File: src/sv/efcd_pkg.sv
`timescale 1ns / 1ps
// Shared types and constants for the escaped frame CRC32 deframer.
// No dependencies; imported by every module of the block.
package efcd_pkg;

  localparam logic [7:0] END_BYTE    = 8'hFF;
  localparam logic [7:0] ESC_BYTE    = 8'hFE;
  localparam logic [7:0] ESC_END_SEQ = 8'hFD;  // escaped form of 0xFF
  localparam logic [7:0] ESC_ESC_SEQ = 8'hFC;  // escaped form of 0xFE

  localparam logic [31:0] CRC_INIT = 32'hFFFF_FFFF;
  localparam logic [31:0] CRC_XOUT = 32'hFFFF_FFFF;
  localparam logic [31:0] CRC_POLY = 32'hEDB8_8320;

  typedef enum logic [1:0] {
    STATUS_OK       = 2'd0,
    STATUS_LEN_ERR  = 2'd1,
    STATUS_CRC_ERR  = 2'd2,
    STATUS_OVERFLOW = 2'd3
  } efcd_status_t;

  typedef struct packed {
    logic         emit;
    logic [7:0]   data;
    logic         last;
    efcd_status_t status;
  } efcd_result_t;

endpackage

File: src/sv/efcd_crc32_byte.sv
`timescale 1ns / 1ps
// One-byte update of the reflected CRC32 (XOR network, no state).
// Depends on efcd_pkg for the polynomial.
module efcd_crc32_byte
  import efcd_pkg::*;
(
  input  logic [31:0] crc_in,
  input  logic [7:0]  data,
  output logic [31:0] crc_out
);

  always_comb begin
    logic [31:0] c;
    c = crc_in ^ {24'd0, data};
    for (int k = 0; k < 8; k++) begin
      c = c[0] ? ((c >> 1) ^ CRC_POLY) : (c >> 1);
    end
    crc_out = c;
  end

endmodule

File: src/sv/efcd_frame_ctrl.sv
`timescale 1ns / 1ps
// Frame state: unescape, header capture, running CRC and end-of-frame verdict.
// Depends on efcd_pkg and efcd_crc32_byte.
module efcd_frame_ctrl
  import efcd_pkg::*;
#(
  parameter int MAX_FRAME = 256
) (
  input  logic         clk,
  input  logic         rst,
  input  logic         advance,
  input  logic [7:0]   byte_in,
  output efcd_result_t result
);

  localparam int CNT_W = $clog2(MAX_FRAME + 1);

  logic             skip_first, skip_first_next;
  logic             escape_pending, escape_pending_next;
  logic [CNT_W-1:0] count, count_next;
  logic             overflow_seen, overflow_seen_next;
  logic [31:0]      length_word, length_word_next;
  logic [31:0]      crc_word, crc_word_next;
  logic [31:0]      running_crc, running_crc_next;
  logic [31:0]      crc_updated;
  logic [7:0]       value;
  logic             have_value;
  logic             len_ok;

  efcd_crc32_byte u_crc (
    .crc_in  (running_crc),
    .data    (value),
    .crc_out (crc_updated)
  );

  assign len_ok = (count >= CNT_W'(8)) && (length_word == (32'(count) - 32'd8));

  always_comb begin
    skip_first_next     = skip_first;
    escape_pending_next = escape_pending;
    count_next          = count;
    overflow_seen_next  = overflow_seen;
    length_word_next    = length_word;
    crc_word_next       = crc_word;
    running_crc_next    = running_crc;
    result              = '{emit: 1'b0, data: 8'd0, last: 1'b0, status: STATUS_OK};
    value               = byte_in;
    have_value          = 1'b0;

    // Unescape
    if (escape_pending) begin
      unique case (byte_in)
        ESC_END_SEQ: value = END_BYTE;
        ESC_ESC_SEQ: value = ESC_BYTE;
        default:     value = 8'd0;
      endcase
    end

    if (advance) begin
      priority if (byte_in == END_BYTE) begin
        result.emit = 1'b1;
        result.last = 1'b1;
        priority if (overflow_seen) result.status = STATUS_OVERFLOW;
        else if (!len_ok)           result.status = STATUS_LEN_ERR;
        else if ((running_crc ^ CRC_XOUT) != crc_word) result.status = STATUS_CRC_ERR;
        else                        result.status = STATUS_OK;
        skip_first_next     = 1'b1;
        escape_pending_next = 1'b0;
        count_next          = '0;
        overflow_seen_next  = 1'b0;
        length_word_next    = '0;
        crc_word_next       = '0;
        running_crc_next    = CRC_INIT;
      end else if (skip_first) begin
        skip_first_next = 1'b0;
      end else if (escape_pending) begin
        escape_pending_next = 1'b0;
        have_value          = 1'b1;
      end else if (byte_in == ESC_BYTE) begin
        escape_pending_next = 1'b1;
      end else begin
        have_value = 1'b1;
      end

      if (have_value) begin
        priority if (count >= CNT_W'(MAX_FRAME)) begin
          overflow_seen_next = 1'b1;
        end else if (count < CNT_W'(4)) begin
          length_word_next[8*count[1:0] +: 8] = value;
          count_next = count + 1'b1;
        end else if (count < CNT_W'(8)) begin
          crc_word_next[8*count[1:0] +: 8] = value;
          count_next = count + 1'b1;
        end else begin
          count_next       = count + 1'b1;
          running_crc_next = crc_updated;
          result.emit      = 1'b1;
          result.data      = value;
        end
      end
    end
  end

  always_ff @(posedge clk) begin
    if (rst) begin
      skip_first     <= 1'b1;
      escape_pending <= 1'b0;
      count          <= '0;
      overflow_seen  <= 1'b0;
      length_word    <= '0;
      crc_word       <= '0;
      running_crc    <= CRC_INIT;
    end else begin
      skip_first     <= skip_first_next;
      escape_pending <= escape_pending_next;
      count          <= count_next;
      overflow_seen  <= overflow_seen_next;
      length_word    <= length_word_next;
      crc_word       <= crc_word_next;
      running_crc    <= running_crc_next;
    end
  end

endmodule

File: src/sv/escaped_frame_crc32_deframer.sv
`timescale 1ns / 1ps
// Top level of the escaped frame CRC32 deframer: input register, frame
// control, output register. Depends on efcd_pkg and efcd_frame_ctrl.
//
//   channel | dir | handshake          | payload
//   --------+-----+--------------------+-----------------------------------
//   s_*     | in  | s_tvalid/s_tready  | s_tdata[7:0] = in_byte
//   m_*     | out | m_tvalid/m_tready  | m_tdata[7:0] = out_byte,
//           |     |                    | m_tlast = frame_end,
//           |     |                    | m_tuser[1:0] = status
//
// One raw byte is accepted per cycle when the output side keeps up; each
// request lands in the input register, is decoded through one pass of
// unescape/header capture/CRC32 byte update, and its result (if any) is
// loaded into the output register as it advances. Stalls on m_tready
// hold the output register, then the input register; s_tready drops only
// when both are full. Synchronous reset clears frame state to "expect a
// dropped first byte" and empties both registers.
module escaped_frame_crc32_deframer
  import efcd_pkg::*;
#(
  parameter int MAX_FRAME = 256
) (
  input  logic       clk,
  input  logic       rst,
  input  logic       s_tvalid,
  output logic       s_tready,
  input  logic [7:0] s_tdata,   // [7:0] in_byte
  output logic       m_tvalid,
  input  logic       m_tready,
  output logic [7:0] m_tdata,   // [7:0] out_byte
  output logic       m_tlast,
  output logic [1:0] m_tuser    // [1:0] status
);

  logic         in_valid;
  logic [7:0]   in_byte;
  logic         advance;
  efcd_result_t result;

  logic         out_valid;
  logic [7:0]   out_byte;
  logic         out_last;
  efcd_status_t out_status;

  // Advance the held request whenever the output slot is free or draining.
  assign advance  = in_valid && (!out_valid || m_tready);
  assign s_tready = !in_valid || advance;

  always_ff @(posedge clk) begin
    if (rst) begin
      in_valid <= 1'b0;
    end else if (s_tready) begin
      in_valid <= s_tvalid;
    end
  end

  always_ff @(posedge clk) begin
    if (s_tready && s_tvalid) begin
      in_byte <= s_tdata;
    end
  end

  efcd_frame_ctrl #(
    .MAX_FRAME (MAX_FRAME)
  ) u_ctrl (
    .clk     (clk),
    .rst     (rst),
    .advance (advance),
    .byte_in (in_byte),
    .result  (result)
  );

  // Load a result when the request advances; drop the valid once taken.
  always_ff @(posedge clk) begin
    if (rst) begin
      out_valid <= 1'b0;
    end else if (advance) begin
      out_valid <= result.emit;
    end else if (m_tready) begin
      out_valid <= 1'b0;
    end
  end

  always_ff @(posedge clk) begin
    if (advance && result.emit) begin
      out_byte   <= result.data;
      out_last   <= result.last;
      out_status <= result.status;
    end
  end

  assign m_tvalid = out_valid;
  assign m_tdata  = out_byte;
  assign m_tlast  = out_last;
  assign m_tuser  = out_status;

endmodule
File: config.mk
export PLATFORM = sky130hd
export DESIGN_NAME = escaped_frame_crc32_deframer
export DESIGN_NICKNAME = d
export VERILOG_FILES = /design/src/sv/efcd_pkg.sv /design/src/sv/efcd_crc32_byte.sv /design/src/sv/efcd_frame_ctrl.sv /design/src/sv/escaped_frame_crc32_deframer.sv
export SDC_FILE = /design/constraint.sdc
export NUM_CORES = 1
export LEC_CHECK = 0
export BUFFER_PORTS_ARGS = -buffer_cell sky130_fd_sc_hd__buf_2
export CORE_MARGIN = 3
export CORE_UTILIZATION = 40
export CTS_CLUSTER_DIAMETER = 30
export DETAILED_ROUTE_END_ITERATION = 10
export PLACE_DENSITY = 0.6
export REMOVE_ABC_BUFFERS = 1
export SLEW_MARGIN = 10
export SYNTH_ARGS = -nofsm -noshare
export SYNTH_HDL_FRONTEND = slang
export SYNTH_SLANG_ARGS = --single-unit
File: constraint.sdc
create_clock -name clk -period 4.3 [get_ports clk]
set_input_delay 0.43 -clock clk [delete_from_list [all_inputs] [get_ports clk]]
set_output_delay 0.43 -clock clk [all_outputs]
set_load 0.02 [all_outputs]
After elaboration in Yosys (flattened, before gate mapping) --
Index checks and enable logic that the tools add are counted.
Storage, ports and cells: flip-flop bits (word level) 129, bits of input ports 12, output and inout bits 13, logic and storage cells 108
Cells by class: add/sub/neg operators 3, $lt $le $gt $ge 4, equality and inequality tests 7, shift operators 2, muxes and demuxes 55, bitwise gates (word level) 12, reductions and logical operators 12
Operators by type and width (number):
- $mux 32 | 24
- $not 13->14 | 8
- $bwmux 32 | 2
- $mux 9 | 7
- $neg 5->34 | 1
- $shift 8x34->32 const A | 1
- $shiftx 8x34->32 | 1
- $eq 32x32->1 | 1
- $eq 8x8->1 const B | 4
- $ne 32x32->1 | 1
- $not 32->32 | 1
- $xor 32x8->32 | 1
- $pmux 8 s2 | 1
- $mux 1 | 15
- $mux 12 | 1
- $sub 9x4->10 const B | 1
- $add 9x1->9 const B | 1
- $ge 9x4->1 const B | 1
- $ge 9x9->1 const B | 1
- $lt 9x3->1 const B | 1
- $lt 9x4->1 const B | 1
- $mux 8 | 1
- $mux 2 | 3
- $reduce_or 5->1 | 1
- 8 further kinds | 15

Longest topological paths before layout --
depth in word-level cells 24, mapped depth 11, depth with buffers taken out 9

Modules after synthesis --
Synthesis repeated with hierarchy kept, for this count alone.
Unflattened totals: cells, all modules 662, area, all modules 6590.1 um^2
Modules (own cells, without submodules):
- efcd_frame_ctrl | times used 1, cells each 565, area an instance 4992.3 um^2, sequential area each 2162.1 um^2
- efcd_crc32_byte | times used 1, cells each 67, area an instance 924.6 um^2, sequential area each 0.0 um^2
- escaped_frame_crc32_deframer | times used 1, cells each 30, area an instance 673.1 um^2, sequential area each 610.6 um^2

Worst setup path before layout --
No wires, ideal clock.
kind register -> register, from register u_ctrl.count[3], to register out_byte[0] (netlist: m_tdata[0]) (enable), setup time 0.379 ns, data arrival time 2.260 ns, required time 3.921 ns, setup slack 1.660 ns, stages on the path, launching flop included 9, buffers on the path 2, clock period less this slack 2.640 ns, path through dfxtp_1 -> clkbuf_1 -> inv_1 -> ha_1 -> a21bo_2 -> o21ba_2 -> nand3_1 -> a21oi_1 -> clkbuf_1
On the way: cells in the longest elaborated chain, start to end 7, elaborated cells between the ends (all ways) 9, those cells by class 3 x order compare; 5 x mux; 1 x reduce/logical
Ends and longest elaborated chain:
- start, declared | line efcd_frame_ctrl.sv:20 | logic [CNT_W-1:0] count, count_next;
- start signal, assigned | line efcd_frame_ctrl.sv:116 | count <= count_next;
- $lt 9x4->1 | line efcd_frame_ctrl.sv:91 | end else if (count < CNT_W'(8)) begin
- $mux 9 | line efcd_frame_ctrl.sv:91
- $mux 9 | line efcd_frame_ctrl.sv:88 | end else if (count < CNT_W'(4)) begin
- $mux 9 (*) | line efcd_frame_ctrl.sv:86 | priority if (count >= CNT_W'(MAX_FRAME)) begin
- $mux 9 (*) | line efcd_frame_ctrl.sv:85 | if (have_value) begin
- $mux 12 (*) | line efcd_frame_ctrl.sv:59 | if (advance) begin
- $logic_and 1x1->1 (*) | line escaped_frame_crc32_deframer.sv:86 | if (advance && result.emit) begin
- end signal, assigned | line escaped_frame_crc32_deframer.sv:87 | out_byte <= result.data;
- end, declared | line escaped_frame_crc32_deframer.sv:42 | logic [7:0] out_byte;
Every way passes the cells marked *; elsewhere a longest branch is shown, timed or not. A chain may end at the register's enable or synchronous reset.

Final worst setup path --
from register u_ctrl.count[3], to register u_ctrl.running_crc[21]
On the way: cells in the longest elaborated chain, start to end 5, elaborated cells between the ends (all ways) 7, those cells by class 3 x order compare; 4 x mux
Ends and longest elaborated chain:
- $lt 9x4->1 | line efcd_frame_ctrl.sv:91
- $mux 32 | line efcd_frame_ctrl.sv:91
- $mux 32 | line efcd_frame_ctrl.sv:88
- $mux 32 (*) | line efcd_frame_ctrl.sv:86
- $mux 32 (*) | line efcd_frame_ctrl.sv:85
- end signal, assigned | line efcd_frame_ctrl.sv:120 | running_crc <= running_crc_next;
- end, declared | line efcd_frame_ctrl.sv:24 | logic [31:0] running_crc, running_crc_next;
Marked as above.

==> results.md <==
- Dpl ws: 1290 ps
- Synth Instances: 755
- Mean Syn Cell Area: 9.12 um2
- Area grow syn2layout: 13.2%
- Pwr Density: 392 nW/um2
- IO buf count: 24
- Core box area: 16700 um2
- Switching Share: 26.2%
- GRT Total Usage: 22.2%
- Number of gates resized after CTS: 0
- Max H-tree Level: 4
- Synth Area in Compound Gates: 18.5%
- Status: complete, no violations
- Slew HR: 30.3%
- Setup WS post-layout: 1190 ps
- CTS tree: built
- Setup crit end kind: flip-flop
- Hold Buf Count CTS: 0
- Post-placement cell count: 973
- Actual slew at the worst max-slew pin: 1040 ps
- Synth top area cells: dfxtp_1, xnor2_1, edfxtp_1
- Vias per cell: 5.84
- DRC: 0
- Post-Synth XOR/XNOR Area: 17.2%
- Drt first pass iters: 6
- TNS Setup: 0 ps
- Nets: 792
- Leakage: 2.74 nW
- Root Buffer: clkbuf_16
- Top cell type by total area after synthesis: dfxtp_1
- Chip height: 137 um
- Clock Skew: 8.71 ps
- Clock slew at reported path FFs: 60 ps
- Hold crit path type: input port to flip-flop
- Top cell type's share of synthesized area: 32.0%
- Worst skew pair latency: 430 ps
- Synth Cell Area: 6880 um2
- Row count: 47
- GR Overflow Total: 0
- Initial core utilization: 41.2%
- Post-CTS setup buffers: 0
- Final hold slack: 181 ps
- Combinational family with the most area after synthesis: simple AND/OR/NAND/NOR gates
- WP data arrival: 3430 ps
- CTS Buffer Depth: 2
- EDFF count, synth: 19
- Final hold vios: 0
- ANT nets after route: 0
- Sequential power share: 41.2%
- Ant. Diodes: 0
- NetSw: 0.800 mW
- Period minus WS final: 3110 ps
- Synth async-reset ratio: 0%
- Placed cell area: 7220 um2
- Setup violators final: 0
- Internal power: 2.25 mW
- Power after layout: 3.05 mW
- Most frequent cells in the layout: nor2_1, dfxtp_1, xnor2_1
- Initial DRC Count: 519
- Fin cells: 1005
- Die Area: 18800 um2
- IO Count: 25
- Vias in the first global route: 5676
- DR vias: 5874
- Layout Utilization: 46.7%
- Kind of critical path: flip-flop to flip-flop
- Worst vdd ir: 0.306 mV
- Clock power share: 45.6%
- Critical Path RT: 4610 ps
- WL/cell: 20.2 um
- Post-Synth Simple-Gate Area: 19.4%
- Final instance area: 7790 um2
- Setup crit start kind: flip-flop
- Die width: 137 um
- RSZ-0062 raised after global routing: no
- First-pass GRT wire length: 31700 um
- Initial antenna violation count: 0
- Final WL: 20300 um
- CP Max Fanout: 13
- GPL Wtd Cong: 0.909
- Post-synthesis sequential element count: 129
- Yosys warns: 0
- Post-synth cell types: 72
- CTS sink count: 129
- R2r setup slk: 1190 ps
- Fill count: 1599
- Commonest non-fill, non-tap cell in the layout: nor2_1
- Max Clock Freq: 321 MHz
- CTS Buf Count: 17
- Mux cell area share after synthesis: 0.145%
- Seq/Total Area, Yosys: 40.3%
- Comb pwr share: 13.2%
- Final clock period utilization by the worst path: 72.4%
- Share of layout cells above drive strength 1: 11.8%
- Max Cap Violations: 0
- DP HPWL: 14100 um
- Adder-Cell Fraction of Synth Area: 1.45%
- Largest net degree at the start of global routing: 42
- Synth Flop Type: dfxtp_1
- Fin. max-slew vios: 0
==> cells by family (layout without fill, tap and decap cells) <==
group / count (synthesis) / in the layout
fa+ha+maj: 8 / 8
mux: 1 / 1
flops: 129 / 129
xor+xnor: 120 / 120
buf+inv: 51 / 81
simple gates: 269 / 269
compound gates: 177 / 177
==> power groups by stage <==
stage	sequential (mW)	combinational (mW)	clock, mW
2_1_floorplan	1.28	0.286	0
3_3_place_gp	1.28	0.391	0
3_5_place_dp	1.28	0.394	0
4_1_cts	1.26	0.396	1.40
5_1_grt	1.26	0.425	1.45
6_report	1.26	0.403	1.39
==> layout make-up <==
cell class / count / area (um2) / area share (%)
Clock buffer: 24 / 492 / 6.31
Inverter: 12 / 45.0 / 0.578
Timing Repair Buffer: 37 / 218 / 2.79
Multi-Input combinational cell: 575 / 3910 / 50.2
Tap cell: 220 / 275 / 3.53
Clock inverter: 8 / 78.8 / 1.01
Sequential cell: 129 / 2770 / 35.6
==> final timing paths <==
kind / to / cells past startpoint / start
worst min-delay path: in_byte[4] / 1 / s_tdata[4]
worst min register to register: u_ctrl.length_word[16] / 2 / u_ctrl.length_word[16]
worst max register to register: u_ctrl.running_crc[21] / 10 / u_ctrl.count[3]
worst max-delay path: u_ctrl.running_crc[21] / 10 / u_ctrl.count[3]
==> cell usage after synthesis, drive strengths merged, types with 3 or more instances <==
cell type,n
nand4,11
edfxtp,19
xnor2,88
nor4,21
a21o,3
clkbuf,32
nand2b,7
nor3,16
nor2,122
buf,7
and2,6
and3,15
or4,3
o31a,3
a22oi,67
nor3b,4
or3,4
inv,12
o31ai,9
o22ai,7
a21oi,31
or2b,4
xor2,28
a31oi,3
dfxtp,110
nand2,40
o21ai,25
ha,8
nand3,12
o21a,4
==> critical path, stage by stage, from the launching register on <==
cell	delay, ps
dfxtp_1	520
inv_1	120
ha_1	270
a21bo_2	250
o21bai_1	110
nor3_1	200
buf_4	220
nand2_1	210
nor2_1	710
o21ai_0	210
o311a_1	180
==> layer usage <==
metal,GRT usage [%],vias to the layer above,wire (um)
met1,30.0,2842,8750
met5,0,-,0
li1,-,2728,-
met4,8.09,0,471
met3,5.44,40,1810
met2,34.6,264,9250
==> sequential cells by signal (all words and copies together) (netlist names) <==
| name | count |
|---|---|
| in_byte | 8 |
| in_valid | 1 |
| m_tdata | 8 |
| m_tlast | 1 |
| m_tuser | 2 |
| m_tvalid | 1 |
| u_ctrl.count | 9 |
| u_ctrl.crc_word | 32 |
| u_ctrl.escape_pending | 1 |
| u_ctrl.length_word | 32 |
| u_ctrl.overflow_seen | 1 |
| u_ctrl.running_crc | 32 |
| u_ctrl.skip_first | 1 |
Power figures use the tool's default switching activity.
